<file path="config.mk">
export PLATFORM = sky130hd
export DESIGN_NAME = frame_rate_moving_average
export DESIGN_NICKNAME = d
export VERILOG_FILES = /design/src/rtl/core/frma_pkg.sv /design/src/rtl/core/frma_div.sv /design/src/rtl/core/frma_datapath.sv /design/src/rtl/core/frma_ctrl.sv /design/src/rtl/core/frame_rate_moving_average.sv
export SDC_FILE = /design/constraint.sdc
export NUM_CORES = 1
export LEC_CHECK = 0
export ABC_CLOCK_PERIOD_IN_PS = 8600
export BUFFER_PORTS_ARGS = -buffer_cell sky130_fd_sc_hd__buf_2
export CAP_MARGIN = 20
export CORE_ASPECT_RATIO = 1.1
export CORE_UTILIZATION = 58
export CTS_BUF_LIST = sky130_fd_sc_hd__clkbuf_16
export DETAILED_ROUTE_END_ITERATION = 10
export GPL_TIMING_DRIVEN = 0
export PLACE_DENSITY = 0.81
export RECOVER_POWER = 25
export SYNTH_ARGS = -nofsm -noshare
export SYNTH_HDL_FRONTEND = slang
export SYNTH_HIERARCHICAL = 1
export SYNTH_SLANG_ARGS = --single-unit
</file>
<file path="constraint.sdc">
create_clock -name clk -period 8.6 [get_ports clk]
set_clock_uncertainty 0.15 [all_clocks]
set_input_delay 0.43 -clock clk [delete_from_list [all_inputs] [get_ports clk]]
set_output_delay 0.43 -clock clk [all_outputs]
set_load 0.005 [all_outputs]
</file>
<file path="src/rtl/core/frma_pkg.sv">
package frma_pkg;

	localparam int TS_W       = 32;
	localparam int INTERVAL_W = 16;
	localparam int RATE_W     = 24;
	localparam int FRAMES_W   = 24;
	localparam int HELD_W     = 4;
	localparam int SCALE_W    = 18;
	localparam int DIVIDEND_W = FRAMES_W + SCALE_W;
	localparam int DIVISOR_W  = TS_W;
	localparam int DIV_CNT_W  = 6;

	// frames * 1000 ms/s * 256 for the q8 fraction
	localparam logic [SCALE_W-1:0]    RATE_SCALE     = 18'd256000;
	localparam logic [INTERVAL_W-1:0] INTERVAL_RESET = 16'd1000;
	localparam logic [RATE_W-1:0]     RATE_MAX       = {RATE_W{1'b1}};
	localparam logic [FRAMES_W-1:0]   FRAMES_MAX     = {FRAMES_W{1'b1}};

	typedef struct packed {
		logic accept;
		logic mul;
		logic div_start;
		logic div_avg;
		logic ring_write;
		logic sum_read;
		logic out_load;
	} dp_cmd_t;

	typedef struct packed {
		logic close;
		logic div_busy;
		logic div_done;
		logic rd_last;
	} dp_status_t;

endpackage

</file>
<file path="src/rtl/core/frma_div.sv">
module frma_div (
	input  logic                             clk,
	input  logic                             arst_n,
	input  logic                             start,
	input  logic [frma_pkg::DIVIDEND_W-1:0]  dividend,
	input  logic [frma_pkg::DIVISOR_W-1:0]   divisor,
	input  logic [frma_pkg::DIV_CNT_W-1:0]   steps,
	output logic                             busy,
	output logic                             done,
	output logic [frma_pkg::DIVIDEND_W-1:0]  quotient
);
	import frma_pkg::*;

	logic                  busy_q;
	logic                  done_q;
	logic [DIV_CNT_W-1:0]  cnt_q;
	logic [DIVIDEND_W-1:0] dvd_q;
	logic [DIVISOR_W-1:0]  dsr_q;
	logic [DIVISOR_W-1:0]  rem_q;
	logic [DIVIDEND_W-1:0] quo_q;

	logic [DIVISOR_W:0]    shifted;
	logic [DIVISOR_W:0]    diff;
	logic                  ge;
	logic [DIVISOR_W-1:0]  rem_next;

	// restoring division, one quotient bit per cycle from the dividend msb down
	always_comb begin
		shifted  = {rem_q, dvd_q[DIVIDEND_W-1]};
		diff     = shifted - {1'b0, dsr_q};
		ge       = (shifted >= {1'b0, dsr_q});
		rem_next = ge ? diff[DIVISOR_W-1:0] : shifted[DIVISOR_W-1:0];
	end

	always_ff @(posedge clk or negedge arst_n) begin
		if (!arst_n) begin
			busy_q <= 1'b0;
			done_q <= 1'b0;
			cnt_q  <= '0;
		end else begin
			done_q <= 1'b0;
			if (start) begin
				busy_q <= 1'b1;
				cnt_q  <= steps;
			end else if (busy_q) begin
				cnt_q <= cnt_q - 1'b1;
				if (cnt_q == DIV_CNT_W'(1)) begin
					busy_q <= 1'b0;
					done_q <= 1'b1;
				end
			end
		end
	end

	always_ff @(posedge clk) begin
		if (start) begin
			dvd_q <= dividend;
			dsr_q <= divisor;
			rem_q <= '0;
			quo_q <= '0;
		end else if (busy_q) begin
			dvd_q <= {dvd_q[DIVIDEND_W-2:0], 1'b0};
			rem_q <= rem_next;
			quo_q <= {quo_q[DIVIDEND_W-2:0], ge};
		end
	end

	assign busy     = busy_q;
	assign done     = done_q;
	assign quotient = quo_q;

endmodule

</file>
<file path="src/rtl/core/frma_datapath.sv">
module frma_datapath #(
	parameter int RING_DEPTH = 10
) (
	input  logic                             clk,
	input  logic                             arst_n,
	input  logic                             cfg_we,
	input  logic [frma_pkg::INTERVAL_W-1:0]  cfg_interval,
	input  logic [frma_pkg::TS_W-1:0]        timestamp_ms,
	input  frma_pkg::dp_cmd_t                cmd,
	output frma_pkg::dp_status_t             st,
	output logic [frma_pkg::RATE_W-1:0]      latest_rate_q8,
	output logic [frma_pkg::RATE_W-1:0]      average_rate_q8,
	output logic [frma_pkg::HELD_W-1:0]      samples_held
);
	import frma_pkg::*;

	localparam int SLOT_W = (RING_DEPTH > 1) ? $clog2(RING_DEPTH) : 1;
	localparam int CNT_W  = $clog2(RING_DEPTH + 1);
	localparam int IDX_W  = CNT_W + 1;
	localparam int SUM_W  = RATE_W + CNT_W;

	logic [INTERVAL_W-1:0] interval_q;
	logic                  started_q;
	logic [TS_W-1:0]       start_q;
	logic [FRAMES_W-1:0]   frames_q;
	logic [TS_W-1:0]       elapsed_q;
	logic [FRAMES_W-1:0]   close_frames_q;
	logic [DIVIDEND_W-1:0] product_q;
	logic [RATE_W-1:0]     rate_q;
	logic [SLOT_W-1:0]     slot_q;
	logic [CNT_W-1:0]      fill_q;
	logic [SLOT_W-1:0]     rd_idx_q;
	logic                  rd_valid_s1;
	logic [RATE_W-1:0]     rd_data_s1;
	logic [SUM_W-1:0]      sum_q;
	logic [RATE_W-1:0]     latest_q;
	logic [RATE_W-1:0]     avg_q;
	logic [HELD_W-1:0]     held_q;

	logic [RATE_W-1:0]     ring_mem [RING_DEPTH];

	logic [TS_W-1:0]        win_start;
	logic [FRAMES_W-1:0]    frames_inc;
	logic [TS_W-1:0]        elapsed;
	logic [DIVIDEND_W-1:0]  product_c;
	logic [DIVIDEND_W-1:0]  div_dividend;
	logic [DIVISOR_W-1:0]   div_divisor;
	logic [DIV_CNT_W-1:0]   div_steps;
	logic [DIVIDEND_W-1:0]  quo;
	logic                   div_busy;
	logic                   div_done;
	logic [RATE_W-1:0]      rate_sat;
	logic [CNT_W+HELD_W-1:0] held_ext;

	always_comb begin
		win_start  = started_q ? start_q : timestamp_ms;
		frames_inc = (frames_q == FRAMES_MAX) ? frames_q : frames_q + 1'b1;
		elapsed    = timestamp_ms - win_start;
		product_c  = DIVIDEND_W'(close_frames_q) * DIVIDEND_W'(RATE_SCALE);
		rate_sat   = (|quo[DIVIDEND_W-1:RATE_W]) ? RATE_MAX : quo[RATE_W-1:0];
		held_ext   = {{HELD_W{1'b0}}, fill_q};
		// the sum is left-aligned so only its own bit count needs stepping
		if (cmd.div_avg) begin
			div_dividend = {sum_q, {(DIVIDEND_W-SUM_W){1'b0}}};
			div_divisor  = DIVISOR_W'(fill_q);
			div_steps    = DIV_CNT_W'(SUM_W);
		end else begin
			div_dividend = product_q;
			div_divisor  = elapsed_q;
			div_steps    = DIV_CNT_W'(DIVIDEND_W);
		end
	end

	frma_div u_div (
		.clk      (clk),
		.arst_n   (arst_n),
		.start    (cmd.div_start),
		.dividend (div_dividend),
		.divisor  (div_divisor),
		.steps    (div_steps),
		.busy     (div_busy),
		.done     (div_done),
		.quotient (quo)
	);

	always_comb begin
		st.close    = (elapsed > TS_W'(interval_q));
		st.div_busy = div_busy;
		st.div_done = div_done;
		st.rd_last  = ((IDX_W'(rd_idx_q) + IDX_W'(1)) == IDX_W'(fill_q));
	end

	always_ff @(posedge clk or negedge arst_n) begin
		if (!arst_n) begin
			interval_q  <= INTERVAL_RESET;
			started_q   <= 1'b0;
			start_q     <= '0;
			frames_q    <= '0;
			slot_q      <= '0;
			fill_q      <= '0;
			rd_valid_s1 <= 1'b0;
		end else begin
			rd_valid_s1 <= cmd.sum_read;
			if (cfg_we) begin
				interval_q <= cfg_interval;
			end
			if (cmd.accept) begin
				started_q <= 1'b1;
				if (st.close) begin
					start_q  <= timestamp_ms;
					frames_q <= '0;
				end else begin
					start_q  <= win_start;
					frames_q <= frames_inc;
				end
			end
			if (cmd.ring_write) begin
				slot_q <= (slot_q == SLOT_W'(RING_DEPTH - 1)) ? '0 : slot_q + 1'b1;
				if (fill_q != CNT_W'(RING_DEPTH)) begin
					fill_q <= fill_q + 1'b1;
				end
			end
		end
	end

	always_ff @(posedge clk) begin
		if (cmd.accept) begin
			elapsed_q      <= elapsed;
			close_frames_q <= frames_inc;
		end
		if (cmd.mul) begin
			product_q <= product_c;
		end
		if (cmd.ring_write) begin
			rate_q   <= rate_sat;
			rd_idx_q <= '0;
			sum_q    <= '0;
		end else begin
			if (cmd.sum_read) begin
				rd_idx_q <= rd_idx_q + 1'b1;
			end
			if (rd_valid_s1) begin
				sum_q <= sum_q + SUM_W'(rd_data_s1);
			end
		end
		if (cmd.out_load) begin
			latest_q <= rate_q;
			avg_q    <= quo[RATE_W-1:0];
			held_q   <= held_ext[HELD_W-1:0];
		end
	end

	// rate ring, one write and one registered read port
	always_ff @(posedge clk) begin
		if (cmd.ring_write) begin
			ring_mem[slot_q] <= rate_sat;
		end
		if (cmd.sum_read) begin
			rd_data_s1 <= ring_mem[rd_idx_q];
		end
	end

	assign latest_rate_q8  = latest_q;
	assign average_rate_q8 = avg_q;
	assign samples_held    = held_q;

endmodule

</file>
<file path="src/rtl/core/frma_ctrl.sv">
module frma_ctrl (
	input  logic                  clk,
	input  logic                  arst_n,
	input  logic                  in_valid,
	output logic                  in_ready,
	output logic                  out_valid,
	input  logic                  out_ready,
	input  frma_pkg::dp_status_t  st,
	output frma_pkg::dp_cmd_t     cmd
);
	import frma_pkg::*;

	typedef enum logic [3:0] {
		S_IDLE,
		S_MUL,
		S_RDIV,
		S_RDIV_WAIT,
		S_WRITE,
		S_SUM_RD,
		S_SUM_LAST,
		S_ADIV,
		S_ADIV_WAIT,
		S_OUT
	} state_t;

	state_t state_q;
	logic   out_valid_q;
	logic   accept;
	logic   out_free;

	assign in_ready  = (state_q == S_IDLE);
	assign accept    = in_valid && in_ready;
	assign out_free  = !out_valid_q || out_ready;
	assign out_valid = out_valid_q;

	always_comb begin
		cmd            = '0;
		cmd.accept     = accept;
		cmd.mul        = (state_q == S_MUL);
		cmd.div_start  = (state_q == S_RDIV) || (state_q == S_ADIV);
		cmd.div_avg    = (state_q == S_ADIV);
		cmd.ring_write = (state_q == S_WRITE);
		cmd.sum_read   = (state_q == S_SUM_RD);
		cmd.out_load   = (state_q == S_OUT) && out_free;
	end

	always_ff @(posedge clk or negedge arst_n) begin
		if (!arst_n) begin
			state_q     <= S_IDLE;
			out_valid_q <= 1'b0;
		end else begin
			if (out_valid_q && out_ready) begin
				out_valid_q <= 1'b0;
			end
			unique case (state_q)
				S_IDLE: begin
					if (accept && st.close) begin
						state_q <= S_MUL;
					end
				end
				S_MUL:       state_q <= S_RDIV;
				S_RDIV:      state_q <= S_RDIV_WAIT;
				S_RDIV_WAIT: begin
					if (st.div_done) begin
						state_q <= S_WRITE;
					end
				end
				S_WRITE:     state_q <= S_SUM_RD;
				S_SUM_RD: begin
					if (st.rd_last) begin
						state_q <= S_SUM_LAST;
					end
				end
				// last read word still needs its add
				S_SUM_LAST:  state_q <= S_ADIV;
				S_ADIV:      state_q <= S_ADIV_WAIT;
				S_ADIV_WAIT: begin
					if (st.div_done) begin
						state_q <= S_OUT;
					end
				end
				S_OUT: begin
					if (out_free) begin
						out_valid_q <= 1'b1;
						state_q     <= S_IDLE;
					end
				end
				default:     state_q <= S_IDLE;
			endcase
		end
	end

endmodule

</file>
<file path="src/rtl/core/frame_rate_moving_average.sv">
// channel  | signals                                        | word
// ---------+------------------------------------------------+------------------------------
// in       | in_valid, in_ready, timestamp_ms               | one frame event
// out      | out_valid, out_ready, latest_rate_q8,          | one closed window
//          | average_rate_q8, samples_held                  |
// cfg      | cfg_valid, cfg_ready, interval_ms              | window length in ms
//
// an event that does not close a window leaves the core idle; in_ready stays high
// a closing event holds in_ready low while the shared one-bit-per-cycle divider works out
// the 42-bit rate quotient, the ring is read once per entry to sum it, and the divider
// then steps the 24 + ceil(log2(RING_DEPTH+1)) bits of that sum for the average
// the result sits in an output register; the next close stalls until it is taken
// asynchronous reset clears window, counters, ring write slot and fill count; ring data needs none
module frame_rate_moving_average #(
	parameter int RING_DEPTH = 10
) (
	input  logic                             clk,
	input  logic                             arst_n,
	input  logic                             in_valid,
	output logic                             in_ready,
	input  logic [frma_pkg::TS_W-1:0]        timestamp_ms,
	output logic                             out_valid,
	input  logic                             out_ready,
	output logic [frma_pkg::RATE_W-1:0]      latest_rate_q8,
	output logic [frma_pkg::RATE_W-1:0]      average_rate_q8,
	output logic [frma_pkg::HELD_W-1:0]      samples_held,
	input  logic                             cfg_valid,
	output logic                             cfg_ready,
	input  logic [frma_pkg::INTERVAL_W-1:0]  interval_ms
);
	import frma_pkg::*;

	dp_cmd_t    cmd;
	dp_status_t st;

	assign cfg_ready = 1'b1;

	frma_ctrl u_ctrl (
		.clk       (clk),
		.arst_n    (arst_n),
		.in_valid  (in_valid),
		.in_ready  (in_ready),
		.out_valid (out_valid),
		.out_ready (out_ready),
		.st        (st),
		.cmd       (cmd)
	);

	frma_datapath #(
		.RING_DEPTH (RING_DEPTH)
	) u_dp (
		.clk             (clk),
		.arst_n          (arst_n),
		.cfg_we          (cfg_valid),
		.cfg_interval    (interval_ms),
		.timestamp_ms    (timestamp_ms),
		.cmd             (cmd),
		.st              (st),
		.latest_rate_q8  (latest_rate_q8),
		.average_rate_q8 (average_rate_q8),
		.samples_held    (samples_held)
	);

	a_cmd_exclusive: assert property (@(posedge clk) disable iff (!arst_n)
		$onehot0({cmd.accept, cmd.mul, cmd.div_start, cmd.ring_write, cmd.sum_read,
			cmd.out_load}))
		else $error("datapath commands overlap");

	a_div_idle_on_start: assert property (@(posedge clk) disable iff (!arst_n)
		cmd.div_start |-> !st.div_busy)
		else $error("divider started while busy");

	a_no_input_while_dividing: assert property (@(posedge clk) disable iff (!arst_n)
		st.div_busy |-> !in_ready)
		else $error("input taken during division");

	a_held_nonzero: assert property (@(posedge clk) disable iff (!arst_n)
		$rose(out_valid) |-> samples_held != '0)
		else $error("result with empty average");

endmodule
</file>
==> run_results.csv <==
group,metric,value,unit
route,ant_nets,0,
cells_and_area,layout.nets,3718,
worst_setup_path,rr_endpoint,"u_dp/start_q[12]$_DFFE_PN0P_",
flow_run,drv_cap,4,
timing,setup_viol,0,
worst_setup_path,cp_cell_sequence,"clkbuf_1 > clkbuf_1 > clkbuf_1 > mux2i_1 > ha_1 > o211ai_1 > a21oi_1 > o21ai_0 > o21ai_1 > a41oi_1 > xnor2_1 > ha_1 > and4_1 > and3_1 > o22ai_1 > o211ai_1 > a21oi_1 > o311ai_0 > a2111oi_0 > and4_1 > buf_4 > and3_1 > buf_2 > o21ai_0",
status,status,"finished with violations",
cells_and_area,n_antenna_cell,0,
die,die_y,268,um
timing,worst_pin_slew,3.06,ns
timing,hold_viol_final,0,
power_and_ir_drop,clockPowerShare,0.235,
global_route,grt_max_degree,58,
worst_setup_path,r2r_cells,24,
power_and_ir_drop,p_seq_frac,0.335,
worst_setup_path,worstSetupEndpointType,"flop",
clock_tree,cts_made_buffers,71,
clock_tree,cts-root-buf,"clkbuf_16",
global_route,first_global_vias,26050,
die,die_area,65500,um2
worst_setup_path,cp_slowest_cell,"clkbuf_1",
min_path,hp-start,"timestamp_ms[1]",
power_and_ir_drop,p_leak,16.7,nW
route,vias,26391,
logic_synthesis,synth_area_per_cell,11.9,um2
global_route,grt_overflow,0,
logic_synthesis,netlist_instances,3135,
power_and_ir_drop,powerDensity,324,nW/um2
power_and_ir_drop,p_sw,5.27,mW
cells_and_area,design_area,42200,um2
logic_synthesis,synth_warnings,6,
worst_setup_path,ff2ff_setup_slack,0.70,ns
worst_setup_path,critPathKind,"reg2reg",
min_path,hold_end,"u_dp/start_q[1]$_DFFE_PN0P_",
global_route,antenna_found_initial,1,
placed_design,port_buffers,106,
power_and_ir_drop,p_comb_frac,0.430,
worst_setup_path,critPathMaxFanout,10,
die,fp.dieW,244,um
timing,maxSlewHeadroom,-1.04,
global_route,grt_usage,0.283,
clock_tree,post_cts_buffers,0,
cells_and_area,final_layout_size_suffix_gt1_frac,0.111,
timing,rsz0062_at_grt,"no",
min_path,min_path_type,"in2reg",
power_and_ir_drop,vdd_drop_max,0.263,mV
clock_tree,cts_tree,"built",
cells_and_area,area_delta_synth_final,12.7,%
route,routed_via_density,6.14,
placed_design,gp_congestion,0.944,
timing,fin_crit_sh,0.918,
clock_tree,clockBufferDepth,3,
worst_setup_path,reg2reg_from,"u_dp/started_q$_DFFE_PN0P_",
power_and_ir_drop,p_int,8.40,mW
power_and_ir_drop,swShare,0.385,
timing,fin_crit,7.90,ns
die,coreArea,63700,um2
die,ios,108,
clock_tree,clk_pin_slew,0.06,ns
worst_setup_path,cp-start-kind,"flop",
min_path,whs_path_depth,3,
logic_synthesis,syn-cell-area,37400,um2
worst_setup_path,arrival,8.23,ns
placed_design,dpl.hpwl,63600,um
route,dr.first_iter.drc_count,2797,
worst_setup_path,worstPathRequired,8.94,ns
worst_setup_path,crit_top_cell,"clkbuf_1",
route,wl_per_cell,21.5,um
clock_tree,h-tree-depth,3,
worst_setup_path,critical_path.max_stage_delay,0.74,ns
timing,finalMaxSlewViolations,187,
timing,max_freq,127,MHz
route,routed_wirelength,92400,um
power_and_ir_drop,power,13.7,mW
placed_design,placed_area,39400,um2
route,first_pass_iters,6,
route,drc,0,
clock_tree,clock_latency,0.63,ns
die,start_util,0.587,
status,violations,"capacitance limit, slew limit",
die,fp-row-count,97,
clock_tree,cts_sinks,702,
global_route,grt_first_pass_wirelength,144000,um
[layer usage]
layer  vias up  track usage  part of all wire
met5         -            0                 0
met4         0        0.130             0.042
met3       205       0.0490             0.079
met2      1271        0.461              0.48
met1     12981        0.373              0.40
li1      11934            -                 -
[worst max-delay path, delay by kind of cell, from the launching register on]
| kind | cells | cell delay (ns) |
|---|---|---|
| multiplexers | 1 | 0.17 |
| AO/OA/AOI/OAI | 11 | 2.77 |
| buffers and inverters | 5 | 2.18 |
| adder cells (fa/ha/maj) | 2 | 0.74 |
| flip-flops | 1 | 0.35 |
| XOR/XNOR | 1 | 0.43 |
| AND/OR/NAND/NOR | 4 | 0.94 |
[stage by stage]
step | TNS [ns] | setup WS (ns) | cells | utilization | hold slack, ns
CTS | 0 | 0.992 | 4295 | 0.664 | 0.00781
global route | 0 | 0.255 | 4297 | 0.662 | 0.0495
floorplan | 0 | 2.76 | 3146 | - | -0.0156
global placement | -66.28 | -1.16 | 4093 | 0.612 | 0.251
detailed placement | 0 | 1.03 | 4115 | 0.618 | 0.255
finish | 0 | 0.704 | 4297 | 0.662 | 0.0256
[sequential cells by signal, indices dropped and copies added (netlist names), 6 cells and up]
| register | cells |
|---|---|
| u_dp/interval_q | 16 |
| u_dp/frames_q | 24 |
| u_dp/sum_q | 28 |
| u_dp/u_div/rem_q | 32 |
| u_dp/ring_mem | 240 |
| u_dp/rd_data_s1 | 24 |
| u_dp/elapsed_q | 32 |
| u_dp/average_rate_q8 | 24 |
| u_dp/u_div/quotient | 42 |
| u_dp/u_div/dsr_q | 32 |
| u_dp/product_q | 31 |
| u_dp/rate_q | 24 |
| u_dp/close_frames_q | 24 |
| u_dp/u_div/cnt_q | 6 |
| u_dp/start_q | 32 |
| u_dp/u_div/dvd_q | 42 |
| u_dp/latest_rate_q8 | 24 |
[power groups by stage]
stage	registers [mW]	clock network [mW]	logic [mW]
final	4.57	3.22	5.88
after global routing	4.62	3.38	6.39
after CTS	4.57	3.26	5.79
after detailed placement	4.63	0	5.70
after global placement	4.63	0	5.54
after floorplan	4.54	0	4.27
[cells in the final DEF, fill, tap and decap left out, drive strengths merged, types with 14 or more instances in the layout]
| master | instances |
|---|---|
| a211oi | 62 |
| a21o | 44 |
| and2 | 15 |
| nand3 | 53 |
| edfxtp | 501 |
| a31oi | 18 |
| o21ai | 137 |
| nor3 | 40 |
| nand2 | 210 |
| o211ai | 20 |
| clkinv | 22 |
| buf | 119 |
| conb | 14 |
| nor3b | 16 |
| xnor2 | 91 |
| fa | 89 |
| nor4 | 34 |
| mux2 | 75 |
| dfxtp | 106 |
| o22ai | 14 |
| mux4 | 48 |
| nor2b | 107 |
| nor2 | 207 |
| a41oi | 33 |
| inv | 243 |
| ha | 178 |
| mux2i | 133 |
| dfrtp | 89 |
| and3 | 23 |
| xor2 | 38 |
| a21oi | 133 |
| nand4 | 28 |
| dlygate4sd3 | 49 |
| clkbuf | 240 |
| o21a | 16 |
| nand2b | 44 |
[what timing repair did]
item                                    in CTS  in global routing
hold buffers                                49                  0
endpoints found under the setup margin       0                  0
endpoints found under the hold margin       89                  0
gates resized for setup                      0                  0
[final cells by class]
type | instances | area [um2]
Timing Repair Buffer | 179 | 1240
Sequential cell | 702 | 19600
Clock buffer | 73 | 1830
Clock inverter | 58 | 593
Multi-Input combinational cell | 2067 | 16400
Buffer | 156 | 653
Inverter | 221 | 830
Fill cell | 4463 | 21600
Tap cell | 841 | 1050
[worst max path at each step]
stage                                              from                        endpoint  slack [ns]
after floorplan           u_ctrl/state_q[3]$_DFFE_PN0P_   u_dp/ring_mem[0][0]$_DFFE_PP_        2.76
after global placement    u_ctrl/state_q[3]$_DFFE_PN0P_  u_dp/ring_mem[0][20]$_DFFE_PP_       -1.16
after detailed placement     u_dp/started_q$_DFFE_PN0P_     u_dp/start_q[4]$_DFFE_PN0P_        1.03
after CTS                    u_dp/started_q$_DFFE_PN0P_     u_dp/start_q[4]$_DFFE_PN0P_        0.99
after global routing         u_dp/started_q$_DFFE_PN0P_     u_dp/start_q[9]$_DFFE_PN0P_        0.26
final                        u_dp/started_q$_DFFE_PN0P_    u_dp/start_q[12]$_DFFE_PN0P_        0.70
Note: power is estimated with default switching activity, not from simulation.
